<file path="config.mk">
export PLATFORM = sky130hd
export DESIGN_NAME = light_sensor_auto_range_lux_unit
export DESIGN_NICKNAME = d
export VERILOG_FILES = /design/src/sv/lsar_pkg.sv /design/src/sv/lsar_dp.sv /design/src/sv/lsar_ctrl.sv /design/src/sv/light_sensor_auto_range_lux_unit.sv
export VERILOG_INCLUDE_DIRS = /design/src /design/src/sv
export SDC_FILE = /design/constraint.sdc
export NUM_CORES = 2
export LEC_CHECK = 0
export BUFFER_PORTS_ARGS = -buffer_cell sky130_fd_sc_hd__clkbuf_2
export CAP_MARGIN = 20
export CORE_ASPECT_RATIO = 0.5
export CORE_MARGIN = 4
export CORE_UTILIZATION = 63
export CTS_CLUSTER_DIAMETER = 40
export DETAILED_ROUTE_END_ITERATION = 12
export GPL_TIMING_DRIVEN = 0
export PLACE_DENSITY = 0.82
export SYNTH_ARGS = -nofsm -noshare
export SYNTH_HDL_FRONTEND = slang
export SYNTH_SLANG_ARGS = --single-unit
</file>
<file path="constraint.sdc">
create_clock -name clk -period 31.5 [get_ports clk]
set_input_delay 1.575 -clock clk [delete_from_list [all_inputs] [get_ports clk]]
set_output_delay 1.575 -clock clk [all_outputs]
set_load 0.1 [all_outputs]
</file>
<file path="src/sv/light_sensor_auto_range_lux_unit_assert.svh">
// ---------------------------------------------------------------------------
// Assertion macros for the lux converter
// Shared property forms, clocked on clk and disabled while rst_n is low.
// ---------------------------------------------------------------------------
`ifndef LIGHT_SENSOR_AUTO_RANGE_LUX_UNIT_ASSERT_SVH
`define LIGHT_SENSOR_AUTO_RANGE_LUX_UNIT_ASSERT_SVH

// Condition holds at every edge out of reset
`define LSAR_ASSERT_HOLDS(label, expr, msg) \
    label: assert property (@(posedge clk) disable iff (!rst_n) (expr)) else $error(msg);

// Consequent holds in the same cycle as the antecedent
`define LSAR_ASSERT_IMP(label, ante, cons, msg) \
    label: assert property (@(posedge clk) disable iff (!rst_n) (ante) |-> (cons)) \
        else $error(msg);

// Consequent holds in the cycle after the antecedent
`define LSAR_ASSERT_NEXT(label, ante, cons, msg) \
    label: assert property (@(posedge clk) disable iff (!rst_n) (ante) |=> (cons)) \
        else $error(msg);

`endif

</file>
<file path="src/sv/lsar_pkg.sv">
// ---------------------------------------------------------------------------
// lsar_pkg
// Types, constants and helper functions of the auto-ranging lux converter.
// ---------------------------------------------------------------------------
`timescale 1ns / 1ps
`default_nettype none

package lsar_pkg;

    // Field widths
    localparam int RAW_W      = 16;
    localparam int LUX_W      = 48;
    localparam int GAIN_W     = 2;
    localparam int TIME_W     = 3;
    localparam int KIND_W     = 2;
    localparam int OP_W       = 2;
    localparam int CFG_IDX_W  = 2;
    localparam int CFG_DATA_W = 16;

    // Datapath widths
    localparam int SCALED_W = 22;   // 36 * raw count
    localparam int SHIFT_W  = 5;    // total scale shift, up to 25
    localparam int NUM_W    = 48;   // rounded numerator, becomes quotient
    localparam int REM_W    = 14;   // remainder below the divisor
    localparam int DIG_W    = 4;    // one radix-16 quotient digit
    localparam int PART_W   = REM_W + DIG_W;
    localparam int L_W      = 33;   // base lux in Q16
    localparam int LO_W     = 16;   // low half of base lux for the multiplier
    localparam int X_W      = 44;   // Horner coefficient register
    localparam int MB_W     = L_W - LO_W + 1;
    localparam int PROD_W   = X_W + MB_W;
    localparam int ACC_W    = 77;   // full Horner product
    localparam int H1_LSB   = 32;
    localparam int H2_LSB   = 28;
    localparam int H3_LSB   = 16;
    localparam int FIN_LSB  = 32;
    localparam int CNT_W    = 4;

    // Sequencer lengths
    localparam logic [CNT_W-1:0] DIV_LAST  = 4'd11;  // 12 radix-16 steps
    localparam logic [CNT_W-1:0] POLY_LAST = 4'd12;  // 13 Horner steps

    // Step limits and auto start point
    localparam logic [GAIN_W-1:0] GAIN_STEP_TOP   = 2'd3;
    localparam logic [GAIN_W-1:0] GAIN_AUTO_START = 2'd0;
    localparam logic [TIME_W-1:0] TIME_MAX        = 3'd5;
    localparam logic [TIME_W-1:0] TIME_AUTO_START = 3'd2;
    localparam logic [SHIFT_W-1:0] Q16_SHIFT      = 5'd16;

    // Configuration reset values
    localparam logic [GAIN_W-1:0] CFG_GAIN_RST = 2'd0;
    localparam logic [TIME_W-1:0] CFG_TIME_RST = 3'd2;
    localparam logic [RAW_W-1:0]  CFG_LOW_RST  = 16'd100;
    localparam logic [RAW_W-1:0]  CFG_HIGH_RST = 16'd10000;

    // Rounded division by 10000
    localparam logic [PART_W-1:0] DIVISOR    = 18'd10000;
    localparam logic [NUM_W-1:0]  ROUND_BIAS = 48'd5000;

    // Correction polynomial coefficients
    localparam logic [X_W-1:0]   CA4        = 44'd693309;
    localparam logic [X_W-1:0]   CA3        = 44'd165233;
    localparam logic [ACC_W-1:0] CA2        = 77'd93949267567403;
    localparam logic [ACC_W-1:0] CA1        = 77'd282122369157091;
    localparam logic [ACC_W-1:0] FINAL_BIAS = 77'd2147483648;

    typedef enum logic [CFG_IDX_W-1:0] {
        REG_MANUAL_GAIN = 2'd0,
        REG_MANUAL_TIME = 2'd1,
        REG_LOW_LIMIT   = 2'd2,
        REG_HIGH_LIMIT  = 2'd3
    } cfg_reg_t;

    typedef enum logic [OP_W-1:0] {
        OP_START_AUTO   = 2'd0,
        OP_AUTO_SAMPLE  = 2'd1,
        OP_MANUAL_PLAIN = 2'd2,
        OP_MANUAL_CORR  = 2'd3
    } op_t;

    typedef enum logic [KIND_W-1:0] {
        KIND_APPLY  = 2'd0,
        KIND_LUX    = 2'd1,
        KIND_REJECT = 2'd2
    } kind_t;

    typedef enum logic [1:0] {
        PH_IDLE    = 2'd0,
        PH_FIRST   = 2'd1,
        PH_RAISE   = 2'd2,
        PH_SHORTEN = 2'd3
    } phase_t;

    typedef enum logic [2:0] {
        ST_IDLE,
        ST_DECIDE,
        ST_LOAD,
        ST_DIV,
        ST_POLY,
        ST_EMIT
    } state_t;

    typedef enum logic [1:0] {
        LUX_ZERO,
        LUX_BASE,
        LUX_POLY
    } lux_src_t;

    typedef enum logic [3:0] {
        DP_NOP,
        DP_CAPTURE,
        DP_LOAD_DIV,
        DP_DIV_STEP,
        DP_X_A4,
        DP_X_H1,
        DP_X_G,
        DP_X_H3,
        DP_MUL_LO,
        DP_MUL_HI,
        DP_FINAL
    } dp_op_t;

    typedef struct packed {
        logic [OP_W-1:0]  operation;
        logic [RAW_W-1:0] raw_count;
    } in_item_t;

    typedef struct packed {
        logic [KIND_W-1:0] kind;
        logic [GAIN_W-1:0] gain_step;
        logic [TIME_W-1:0] time_step;
        logic [LUX_W-1:0]  lux_value;
        logic              was_corrected;
    } out_item_t;

    typedef struct packed {
        dp_op_t            op;
        logic              emit;
        logic [KIND_W-1:0] kind;
        logic [GAIN_W-1:0] gain_step;
        logic [TIME_W-1:0] time_step;
        logic              corr;
        lux_src_t          lux_src;
    } dp_cmd_t;

    typedef struct packed {
        logic le_low;
        logic gt_high;
    } dp_status_t;

    // Gain step to extra resolution shift: 1/8, 1/4, 1, 2
    function automatic logic [SHIFT_W-1:0] gain_shift(input logic [GAIN_W-1:0] g);
        logic [SHIFT_W-1:0] s;
        case (g)
            2'd0:    s = 5'd4;
            2'd1:    s = 5'd3;
            2'd2:    s = 5'd1;
            default: s = 5'd0;
        endcase
        return s;
    endfunction

    // Radix-16 quotient digit of a partial remainder
    function automatic logic [DIG_W-1:0] div_digit(input logic [PART_W-1:0] part);
        logic [DIG_W-1:0] d;
        d = '0;
        for (int k = 1; k < (1 << DIG_W); k++) begin
            if (part >= PART_W'(k) * DIVISOR)
                d = DIG_W'(k);
        end
        return d;
    endfunction

    // Horner sequence: each product by base lux takes a low and a high pass
    function automatic dp_op_t poly_op(input logic [CNT_W-1:0] step);
        dp_op_t op;
        case (step)
            4'd0:    op = DP_X_A4;
            4'd1:    op = DP_MUL_LO;
            4'd2:    op = DP_MUL_HI;
            4'd3:    op = DP_X_H1;
            4'd4:    op = DP_MUL_LO;
            4'd5:    op = DP_MUL_HI;
            4'd6:    op = DP_X_G;
            4'd7:    op = DP_MUL_LO;
            4'd8:    op = DP_MUL_HI;
            4'd9:    op = DP_X_H3;
            4'd10:   op = DP_MUL_LO;
            4'd11:   op = DP_MUL_HI;
            4'd12:   op = DP_FINAL;
            default: op = DP_NOP;
        endcase
        return op;
    endfunction

endpackage

`default_nettype wire

</file>
<file path="src/sv/lsar_dp.sv">
// ---------------------------------------------------------------------------
// lsar_dp
// Datapath: threshold compares, radix-16 rounded divide by 10000, shared
// 44x18 Horner multiplier and the output register.
// ---------------------------------------------------------------------------
`timescale 1ns / 1ps
`default_nettype none

module lsar_dp (
    input  wire logic                        clk,
    input  wire lsar_pkg::dp_cmd_t           cmd,
    input  wire logic [lsar_pkg::RAW_W-1:0]  raw_count,
    input  wire logic [lsar_pkg::RAW_W-1:0]  low_limit,
    input  wire logic [lsar_pkg::RAW_W-1:0]  high_limit,
    output lsar_pkg::dp_status_t             status,
    output lsar_pkg::out_item_t              out_item
);
    import lsar_pkg::*;

    logic [RAW_W-1:0]        raw_reg;
    logic [NUM_W-1:0]        num_reg;
    logic [REM_W-1:0]        rem_reg;
    logic signed [X_W-1:0]   x_reg;
    logic signed [ACC_W-1:0] acc_reg;
    logic [LUX_W-1:0]        poly_reg;
    out_item_t               out_reg;

    logic [SCALED_W-1:0]     scaled;
    logic [SHIFT_W-1:0]      shift_amt;
    logic [NUM_W-1:0]        num_load;
    logic [PART_W-1:0]       part;
    logic [DIG_W-1:0]        digit;
    logic [REM_W-1:0]        rem_step;
    logic [L_W-1:0]          l_base;
    logic signed [MB_W-1:0]  mul_b;
    logic signed [PROD_W-1:0] prod;
    logic [ACC_W-1:0]        prod_ext;
    logic [ACC_W-1:0]        h2_sum;
    logic [ACC_W-1:0]        h3_sum;
    logic [ACC_W-1:0]        fin_sum;
    logic [LUX_W-1:0]        lux_sel;

    // Threshold compares for the auto sequencer
    assign status.le_low  = (raw_reg <= low_limit);
    assign status.gt_high = (raw_reg > high_limit);

    // Numerator: 36 * raw scaled by 2^(s+16), plus half the divisor
    assign scaled    = (SCALED_W'(raw_reg) << 5) + (SCALED_W'(raw_reg) << 2);
    assign shift_amt = SHIFT_W'(TIME_MAX - cmd.time_step) + gain_shift(cmd.gain_step)
                       + Q16_SHIFT;
    assign num_load  = (NUM_W'(scaled) << shift_amt) + ROUND_BIAS;

    // One radix-16 long-division step
    assign part     = {rem_reg, num_reg[NUM_W-1 -: DIG_W]};
    assign digit    = div_digit(part);
    assign rem_step = REM_W'(part - PART_W'(digit) * DIVISOR);

    // Quotient is base lux once all digits are in
    assign l_base = num_reg[L_W-1:0];

    // Shared multiplier: coefficient times one half of base lux
    assign mul_b    = (cmd.op == DP_MUL_HI) ? $signed({1'b0, l_base[L_W-1:LO_W]})
                                            : $signed({2'b00, l_base[LO_W-1:0]});
    assign prod     = x_reg * mul_b;
    assign prod_ext = {{(ACC_W - PROD_W){prod[PROD_W-1]}}, prod};

    // Coefficient update sums
    assign h2_sum  = acc_reg + CA2;
    assign h3_sum  = acc_reg + CA1;
    assign fin_sum = acc_reg + FINAL_BIAS;

    // Pick the lux for the outgoing beat
    always_comb
    begin
        case (cmd.lux_src)
            LUX_BASE: lux_sel = LUX_W'(l_base);
            LUX_POLY: lux_sel = poly_reg;
            default:  lux_sel = '0;
        endcase
    end

    // Execute one datapath command
    always_ff @(posedge clk)
    begin
        unique case (cmd.op)
            DP_CAPTURE:
            begin
                raw_reg <= raw_count;
            end
            DP_LOAD_DIV:
            begin
                num_reg <= num_load;
                rem_reg <= '0;
            end
            DP_DIV_STEP:
            begin
                num_reg <= {num_reg[NUM_W-DIG_W-1:0], digit};
                rem_reg <= rem_step;
            end
            DP_X_A4:
            begin
                x_reg <= CA4;
            end
            DP_X_H1:
            begin
                x_reg <= X_W'(acc_reg[H1_LSB +: 32]) - CA3;
            end
            DP_X_G:
            begin
                // Clamp a negative second Horner term to zero
                x_reg <= h2_sum[ACC_W-1] ? '0 : h2_sum[H2_LSB +: X_W];
            end
            DP_X_H3:
            begin
                x_reg <= h3_sum[H3_LSB +: X_W];
            end
            DP_MUL_LO:
            begin
                acc_reg <= prod_ext;
            end
            DP_MUL_HI:
            begin
                acc_reg <= acc_reg + {prod_ext[ACC_W-LO_W-1:0], {LO_W{1'b0}}};
            end
            DP_FINAL:
            begin
                // Rounded Q16 result stays below 2^45, so no clamp engages
                poly_reg <= LUX_W'(fin_sum[ACC_W-1:FIN_LSB]);
            end
            default:
            begin
            end
        endcase
    end

    // Load the output register on an emitted beat
    always_ff @(posedge clk)
    begin
        if (cmd.emit)
        begin
            out_reg.kind          <= cmd.kind;
            out_reg.gain_step     <= cmd.gain_step;
            out_reg.time_step     <= cmd.time_step;
            out_reg.lux_value     <= lux_sel;
            out_reg.was_corrected <= cmd.corr;
        end
    end

    assign out_item = out_reg;

endmodule

`default_nettype wire

</file>
<file path="src/sv/lsar_ctrl.sv">
// ---------------------------------------------------------------------------
// lsar_ctrl
// Controller: handshake, auto-ranging state and the command sequence for
// the divide and the correction polynomial.
// ---------------------------------------------------------------------------
`timescale 1ns / 1ps
`default_nettype none

`include "light_sensor_auto_range_lux_unit_assert.svh"

module lsar_ctrl (
    input  wire logic                         clk,
    input  wire logic                         rst_n,
    input  wire logic                         in_valid,
    output logic                              in_ready,
    input  wire logic [lsar_pkg::OP_W-1:0]    operation,
    input  wire logic [lsar_pkg::GAIN_W-1:0]  manual_gain,
    input  wire logic [lsar_pkg::TIME_W-1:0]  manual_time,
    input  wire lsar_pkg::dp_status_t         status,
    output lsar_pkg::dp_cmd_t                 cmd,
    output logic                              out_valid,
    input  wire logic                         out_ready
);
    import lsar_pkg::*;

    state_t             state_reg, state_next;
    logic [CNT_W-1:0]   cnt_reg, cnt_next;
    op_t                op_reg, op_next;
    phase_t             phase_reg, phase_next;
    logic [GAIN_W-1:0]  auto_gain_reg, auto_gain_next;
    logic [TIME_W-1:0]  auto_time_reg, auto_time_next;
    logic               auto_corr_reg, auto_corr_next;
    kind_t              res_kind_reg, res_kind_next;
    logic [GAIN_W-1:0]  res_gain_reg, res_gain_next;
    logic [TIME_W-1:0]  res_time_reg, res_time_next;
    logic               res_corr_reg, res_corr_next;
    lux_src_t           res_src_reg, res_src_next;
    logic               out_valid_reg, out_valid_next;

    logic               accept;
    logic               out_free;

    assign in_ready  = (state_reg == ST_IDLE);
    assign accept    = in_valid && in_ready;
    assign out_free  = !out_valid_reg || out_ready;
    assign out_valid = out_valid_reg;

    // State and control registers
    always_ff @(posedge clk or negedge rst_n)
    begin
        if (!rst_n)
        begin
            state_reg     <= ST_IDLE;
            cnt_reg       <= '0;
            op_reg        <= OP_START_AUTO;
            phase_reg     <= PH_IDLE;
            auto_gain_reg <= GAIN_AUTO_START;
            auto_time_reg <= TIME_AUTO_START;
            auto_corr_reg <= 1'b0;
            res_kind_reg  <= KIND_APPLY;
            res_gain_reg  <= '0;
            res_time_reg  <= '0;
            res_corr_reg  <= 1'b0;
            res_src_reg   <= LUX_ZERO;
            out_valid_reg <= 1'b0;
        end
        else
        begin
            state_reg     <= state_next;
            cnt_reg       <= cnt_next;
            op_reg        <= op_next;
            phase_reg     <= phase_next;
            auto_gain_reg <= auto_gain_next;
            auto_time_reg <= auto_time_next;
            auto_corr_reg <= auto_corr_next;
            res_kind_reg  <= res_kind_next;
            res_gain_reg  <= res_gain_next;
            res_time_reg  <= res_time_next;
            res_corr_reg  <= res_corr_next;
            res_src_reg   <= res_src_next;
            out_valid_reg <= out_valid_next;
        end
    end

    // Next state, auto-ranging decision and datapath commands
    always_comb
    begin
        phase_t phase_eff;
        logic   corr_eff;
        logic   conv;

        state_next     = state_reg;
        cnt_next       = cnt_reg;
        op_next        = op_reg;
        phase_next     = phase_reg;
        auto_gain_next = auto_gain_reg;
        auto_time_next = auto_time_reg;
        auto_corr_next = auto_corr_reg;
        res_kind_next  = res_kind_reg;
        res_gain_next  = res_gain_reg;
        res_time_next  = res_time_reg;
        res_corr_next  = res_corr_reg;
        res_src_next   = res_src_reg;
        phase_eff      = phase_reg;
        corr_eff       = auto_corr_reg;
        conv           = 1'b0;

        cmd.op        = DP_NOP;
        cmd.emit      = 1'b0;
        cmd.kind      = res_kind_reg;
        cmd.gain_step = res_gain_reg;
        cmd.time_step = res_time_reg;
        cmd.corr      = res_corr_reg;
        cmd.lux_src   = res_src_reg;

        // Drop the output beat once taken
        out_valid_next = out_valid_reg && !out_ready;

        unique case (state_reg)
            ST_IDLE:
            begin
                if (accept)
                begin
                    op_next    = op_t'(operation);
                    cmd.op     = DP_CAPTURE;
                    state_next = ST_DECIDE;
                end
            end
            ST_DECIDE:
            begin
                unique case (op_reg) inside
                    OP_START_AUTO:
                    begin
                        phase_next     = PH_FIRST;
                        auto_gain_next = GAIN_AUTO_START;
                        auto_time_next = TIME_AUTO_START;
                        auto_corr_next = 1'b0;
                        res_kind_next  = KIND_APPLY;
                        res_gain_next  = GAIN_AUTO_START;
                        res_time_next  = TIME_AUTO_START;
                        res_corr_next  = 1'b0;
                        res_src_next   = LUX_ZERO;
                    end
                    OP_MANUAL_PLAIN, OP_MANUAL_CORR:
                    begin
                        // Out-of-range time steps act as the longest time
                        conv          = 1'b1;
                        res_kind_next = KIND_LUX;
                        res_gain_next = manual_gain;
                        res_time_next = (manual_time > TIME_MAX) ? TIME_MAX : manual_time;
                        res_corr_next = (op_reg == OP_MANUAL_CORR);
                        res_src_next  = (op_reg == OP_MANUAL_CORR) ? LUX_POLY : LUX_BASE;
                    end
                    default:
                    begin
                        if (phase_reg == PH_IDLE)
                        begin
                            // Sample with no sequence running: reject
                            res_kind_next = KIND_REJECT;
                            res_gain_next = auto_gain_reg;
                            res_time_next = auto_time_reg;
                            res_corr_next = 1'b0;
                            res_src_next  = LUX_ZERO;
                        end
                        else
                        begin
                            // First reading picks the direction
                            if (phase_reg == PH_FIRST)
                            begin
                                if (status.le_low)
                                    phase_eff = PH_RAISE;
                                else
                                begin
                                    phase_eff = PH_SHORTEN;
                                    corr_eff  = 1'b1;
                                end
                            end
                            phase_next     = phase_eff;
                            auto_corr_next = corr_eff;
                            res_corr_next  = 1'b0;
                            res_src_next   = LUX_ZERO;
                            if (phase_eff == PH_RAISE && status.le_low &&
                                !(auto_gain_reg == GAIN_STEP_TOP && auto_time_reg == TIME_MAX))
                            begin
                                // Raise gain first, then integration time
                                res_kind_next = KIND_APPLY;
                                if (auto_gain_reg < GAIN_STEP_TOP)
                                begin
                                    auto_gain_next = auto_gain_reg + 1'b1;
                                    res_gain_next  = auto_gain_reg + 1'b1;
                                    res_time_next  = auto_time_reg;
                                end
                                else
                                begin
                                    auto_time_next = auto_time_reg + 1'b1;
                                    res_gain_next  = auto_gain_reg;
                                    res_time_next  = auto_time_reg + 1'b1;
                                end
                            end
                            else if (phase_eff == PH_SHORTEN && status.gt_high &&
                                     auto_time_reg != '0)
                            begin
                                // Shorten integration time
                                res_kind_next  = KIND_APPLY;
                                auto_time_next = auto_time_reg - 1'b1;
                                res_gain_next  = auto_gain_reg;
                                res_time_next  = auto_time_reg - 1'b1;
                            end
                            else
                            begin
                                // Settled: convert at the current steps
                                conv          = 1'b1;
                                phase_next    = PH_IDLE;
                                res_kind_next = KIND_LUX;
                                res_gain_next = auto_gain_reg;
                                res_time_next = auto_time_reg;
                                res_corr_next = corr_eff;
                                res_src_next  = corr_eff ? LUX_POLY : LUX_BASE;
                            end
                        end
                    end
                endcase
                state_next = conv ? ST_LOAD : ST_EMIT;
            end
            ST_LOAD:
            begin
                cmd.op     = DP_LOAD_DIV;
                cnt_next   = '0;
                state_next = ST_DIV;
            end
            ST_DIV:
            begin
                cmd.op   = DP_DIV_STEP;
                cnt_next = cnt_reg + 1'b1;
                if (cnt_reg == DIV_LAST)
                begin
                    cnt_next   = '0;
                    state_next = res_corr_reg ? ST_POLY : ST_EMIT;
                end
            end
            ST_POLY:
            begin
                cmd.op   = poly_op(cnt_reg);
                cnt_next = cnt_reg + 1'b1;
                if (cnt_reg == POLY_LAST)
                begin
                    cnt_next   = '0;
                    state_next = ST_EMIT;
                end
            end
            ST_EMIT:
            begin
                // Hold until the output register is free
                if (out_free)
                begin
                    cmd.emit       = 1'b1;
                    out_valid_next = 1'b1;
                    state_next     = ST_IDLE;
                end
            end
            default:
            begin
                state_next = ST_IDLE;
            end
        endcase
    end

    `LSAR_ASSERT_HOLDS(a_auto_time_range, auto_time_reg <= TIME_MAX, "auto time step out of range")
    `LSAR_ASSERT_NEXT(a_accept_decide, in_valid && in_ready, state_reg == ST_DECIDE, "accepted beat not decided")
    `LSAR_ASSERT_IMP(a_div_count, state_reg == ST_DIV, cnt_reg <= DIV_LAST, "divide step count overrun")
    `LSAR_ASSERT_IMP(a_emit_lux_src, cmd.emit, (cmd.kind == KIND_LUX) == (cmd.lux_src != LUX_ZERO), "lux source disagrees with kind")

endmodule

`default_nettype wire

</file>
<file path="src/sv/light_sensor_auto_range_lux_unit.sv">
// Start, apply and reject results go from DECIDE to EMIT; lux results run LOAD and
// DIV first, corrected lux also POLY; a new beat is taken only back in IDLE.
// Plain lux uses the 12-step radix-16 divide by 10000; corrected lux adds 13 steps
// on the shared 44x18 multiplier (two passes per Horner product).
// Reset (rst_n low, asynchronous) clears the sequencer, the auto-ranging state and
// the output valid, and loads the configuration defaults; no memory to clear.
// ---------------------------------------------------------------------------
// light_sensor_auto_range_lux_unit
// Ambient-light count to Q32.16 lux converter with auto gain and time ranging.
// ---------------------------------------------------------------------------
`timescale 1ns / 1ps
`default_nettype none

module light_sensor_auto_range_lux_unit (
    input  wire logic                            clk,
    input  wire logic                            rst_n,
    input  wire logic                            in_valid,
    output logic                                 in_ready,
    input  wire lsar_pkg::in_item_t              in_item,
    output logic                                 out_valid,
    input  wire logic                            out_ready,
    output lsar_pkg::out_item_t                  out_item,
    input  wire logic                            cfg_write,
    input  wire logic [lsar_pkg::CFG_IDX_W-1:0]  cfg_index,
    input  wire logic [lsar_pkg::CFG_DATA_W-1:0] cfg_data
);
    import lsar_pkg::*;

    logic [GAIN_W-1:0] manual_gain_reg;
    logic [TIME_W-1:0] manual_time_reg;
    logic [RAW_W-1:0]  low_limit_reg;
    logic [RAW_W-1:0]  high_limit_reg;

    dp_cmd_t    cmd;
    dp_status_t status;

    // Configuration registers
    always_ff @(posedge clk or negedge rst_n)
    begin
        if (!rst_n)
        begin
            manual_gain_reg <= CFG_GAIN_RST;
            manual_time_reg <= CFG_TIME_RST;
            low_limit_reg   <= CFG_LOW_RST;
            high_limit_reg  <= CFG_HIGH_RST;
        end
        else if (cfg_write)
        begin
            unique case (cfg_reg_t'(cfg_index))
                REG_MANUAL_GAIN: manual_gain_reg <= cfg_data[GAIN_W-1:0];
                REG_MANUAL_TIME: manual_time_reg <= cfg_data[TIME_W-1:0];
                REG_LOW_LIMIT:   low_limit_reg   <= cfg_data[RAW_W-1:0];
                REG_HIGH_LIMIT:  high_limit_reg  <= cfg_data[RAW_W-1:0];
                default:
                begin
                end
            endcase
        end
    end

    lsar_ctrl u_ctrl (
        .clk         (clk),
        .rst_n       (rst_n),
        .in_valid    (in_valid),
        .in_ready    (in_ready),
        .operation   (in_item.operation),
        .manual_gain (manual_gain_reg),
        .manual_time (manual_time_reg),
        .status      (status),
        .cmd         (cmd),
        .out_valid   (out_valid),
        .out_ready   (out_ready)
    );

    lsar_dp u_dp (
        .clk        (clk),
        .cmd        (cmd),
        .raw_count  (in_item.raw_count),
        .low_limit  (low_limit_reg),
        .high_limit (high_limit_reg),
        .status     (status),
        .out_item   (out_item)
    );

endmodule

`default_nettype wire

</file>
==> results.py <==
metrics = {
    "timing": {
        "setup_ws_ns": 15.52,
        "hold_viol_final": 0,
        "period_share_pct": 50.7,
        "worst_slew_margin_rel_pct": 22.6,
        "setup_total_negative_slack_ns": 0,
        "fmaxAchievable_mhz": 62.6,
        "tightestPinTransition_ns": 1.16,
        "maxSlewViolCount": 0,
        "finalWorstPathRequiredPeriod_ns": 15.98,
        "final-setup-viol-count": 0,
        "grt_setup_unrepaired": "no",
        "timing.clock.skew_ns": 0.0273,
    },
    "placement": {
        "port_bufs": 95,
        "place_worst_setup_slack_ns": 15.59,
        "dp_hpwl_mm": 141,
        "gp_congestion": 1.01,
    },
    "setup_path": {
        "crit_type": "flip-flop to flip-flop",
        "cpPeakStageDelay_ns": 0.78,
        "required_ns": 31.83,
        "critical-path-slowest-cell": "sky130_fd_sc_hd__clkbuf_1",
        "timing.critical_path.to_type": "flip-flop",
        "timing.critical_path.fanout_max": 10,
        "critical_path.startpoint_type": "flip-flop",
        "r2r-start": "u_ctrl.cnt_reg[0]$_DFFE_PN0P_",
        "critical_path_arrival_ns": 16.31,
        "critical_path.startpoint": "u_ctrl.cnt_reg[0]$_DFFE_PN0P_",
    },
    "synthesis": {
        "yosys_synthesis_warning_count": 0,
        "share_of_yosys_cell_area_claimed_by_the_top_area_cell_type_pct": 27.3,
        "synth_area_um2": 52000,
        "netlist-cell-type-count": 111,
        "synth.cells.most_frequent": "sky130_fd_sc_hd__inv_1 (964), sky130_fd_sc_hd__nand2_1 (751), sky130_fd_sc_hd__fa_1 (708), sky130_fd_sc_hd__and2_1 (311), sky130_fd_sc_hd__edfxtp_1 (297)",
        "ys_async_sr_fraction_pct": 17.7,
        "syn-instance-count": 5770,
        "syn_avg_cell_area_um2": 9.01,
        "synth_enable_flop_cells": 297,
        "ys_seq_area_share_pct": 20.3,
        "top_cells_by_area_synth": "sky130_fd_sc_hd__fa_1 (27%), sky130_fd_sc_hd__edfxtp_1 (17%), sky130_fd_sc_hd__ha_1 (7.1%)",
        "synth_simple_gate_area_share_pct": 16.9,
        "yosys-mux-area-fraction_pct": 1.46,
        "parity_gate_share_of_the_synthesized_area_counting_xor_and_xnor_cells_pct": 5.25,
        "yosysMostFrequentCell": "sky130_fd_sc_hd__inv_1",
        "ffs_latches_synth": 361,
        "synth_compound_gate_area_share_pct": 12.6,
        "postSynth.topFlopCell": "sky130_fd_sc_hd__edfxtp_1",
        "largest_family_of_logic_cells_by_synthesized_area": "adder cells",
        "yosys.area_share.adder_pct": 34.4,
        "yosys.area.top_type": "sky130_fd_sc_hd__fa_1",
    },
    "floorplanning": {
        "die_area_um2": 87500,
        "ioPinCount": 99,
        "die_height_um": 211,
        "placementRows": 74,
        "dieWidth_um": 414,
        "floorplan.core_area_um2": 81700,
        "starting_density_pct": 63.7,
    },
    "min_path": {
        "worstHoldPathType": "flip-flop to flip-flop",
        "holdCritStartpoint": "u_ctrl.res_kind_reg[0]$_DFFE_PN0P_",
    },
    "route": {
        "drt-total-wl_mm": 173,
        "detail_route.first_pass.iterations": 8,
        "ant_nets": 0,
        "vias": 43800,
        "dr.first_iter.drc_count": 5175,
        "detail_route.drc_violations": 0,
        "wl_per_cell_um": 24.4,
        "vias_per_cell": 6.19,
    },
    "clock_tree": {
        "worst_skew_pair.late_latency_ns": 0.61,
        "post-cts-setup-buffers": 0,
        "clk_root_buffer_cell": "sky130_fd_sc_hd__clkbuf_16",
        "clock_tree.buffer_depth": 3,
        "cts_hold_buffers_added": 0,
        "cts_num_sinks": 361,
        "cts_made_buffers": 51,
        "post_cts_resized": 0,
        "tritoncts": "done",
        "clk_pin_slew_ns": 0.06,
        "h-tree-depth": 2,
    },
    "global_route": {
        "globalRouteTotalUtil_pct": 39.8,
        "via_count_of_the_first_global_routing_pass": 45000,
        "grt_max_degree": 65,
        "initial_antenna_violation_count": 10,
        "grt_first_pass_wirelength_mm": 267,
        "globalRoute.totalOverflow": 0,
    },
    "flow_run": {
        "maxCapViolCount": 0,
    },
    "layout": {
        "area_delta_synth_final_pct": 7.49,
        "largest_register_ffs": 77,
        "layout-drive-gt1-share_pct": 5.76,
        "nNetsFinal": 6976,
    },
    "run_status": {
        "status": "complete, no violations",
    },
}
[final cells by class]
class,count,area (µm²)
well taps,1102,1380
fillers,6498,25800
clock buffers,55,1330
inverters,965,3620
clock inverters,39,488
multi-input cells,4157,36700
repair buffers,104,636
diodes,3,7.51
plain buffers,291,1140
flip-flops and latches,361,10500
[cell usage in the layout (no fill, tap or decap), drive strengths merged, types with 28 or more instances in the layout]
cell type	count
buf	43
o21a	28
xnor2	189
nor2b	77
and2	312
fa	708
a21o	114
o221ai	33
clkbuf	407
ha	296
nor2	238
and3	76
a21oi	223
nand2	751
nand3	100
o211ai	40
nand2b	35
a22o	40
inv	982
xor2	120
nor4	29
o21ai	211
nand4	55
nor3	62
o31ai	34
edfxtp	297
a31oi	29
dfrtp	54
mux2	49
[critical path, delay by kind of cell, from the launching register on]
kind            cells  cell delay (ns)
xor+xnor            2             0.71
flops               1             0.47
compound gates     15             4.66
mux                 1             0.07
simple gates       11             2.95
buf+inv            11             3.05
fa+ha+maj           9             3.73
[cells by family after synthesis]
| kind of cell | Yosys count |
|---|---|
| adders and majority gates | 1004 |
| and+or+nand+nor | 1813 |
| DFF | 361 |
| muxes | 66 |
| xor gates and xnor gates | 310 |
| other | 1 |
| AOI/OAI and AO/OA | 959 |
| buffers and inverters | 1256 |
[metal layers]
layer / global-route usage, % / routed length, µm / vias to the layer above
met5: 0 / 202 / -
met4: 16.2 / 8100 / 4
met3: 12.0 / 22000 / 524
met2: 60.8 / 75300 / 2608
met1: 53.8 / 67200 / 21600
li1: - / - / 19100
[worst paths after layout]
kind                                                     end  slack (ns)  depth (start not counted)
max reg2reg                       u_dp.acc_reg[68]$_DFFE_PP_       15.52                         49
max in group asynchronous  u_ctrl.res_src_reg[1]$_DFFE_PN0P_       29.81                          1
min in group asynchronous      high_limit_reg[5]$_DFFE_PN0P_        1.11                          1
min                              u_dp.out_item[54]$_DFFE_PP_        0.46                          0
max                               u_dp.acc_reg[68]$_DFFE_PP_       15.52                         49
min reg2reg                      u_dp.out_item[54]$_DFFE_PP_        0.46                          0
[per-stage QoR]
step                utilization, %  hold WS, ns  area [µm²]  instances
floorplan                        -        0.425       52000       5774
global placement              65.9        0.440       53900       6971
detailed placement            66.2        0.445       54000       6979
CTS                           68.4        0.458       55900       7073
global route                  68.4        0.473       55900       7075
finish                        68.4        0.460       55900       7077
Power is left out: the tool's default activity adds up to more than one toggle a clock period on the data nets, which glitch-free logic cannot reach.
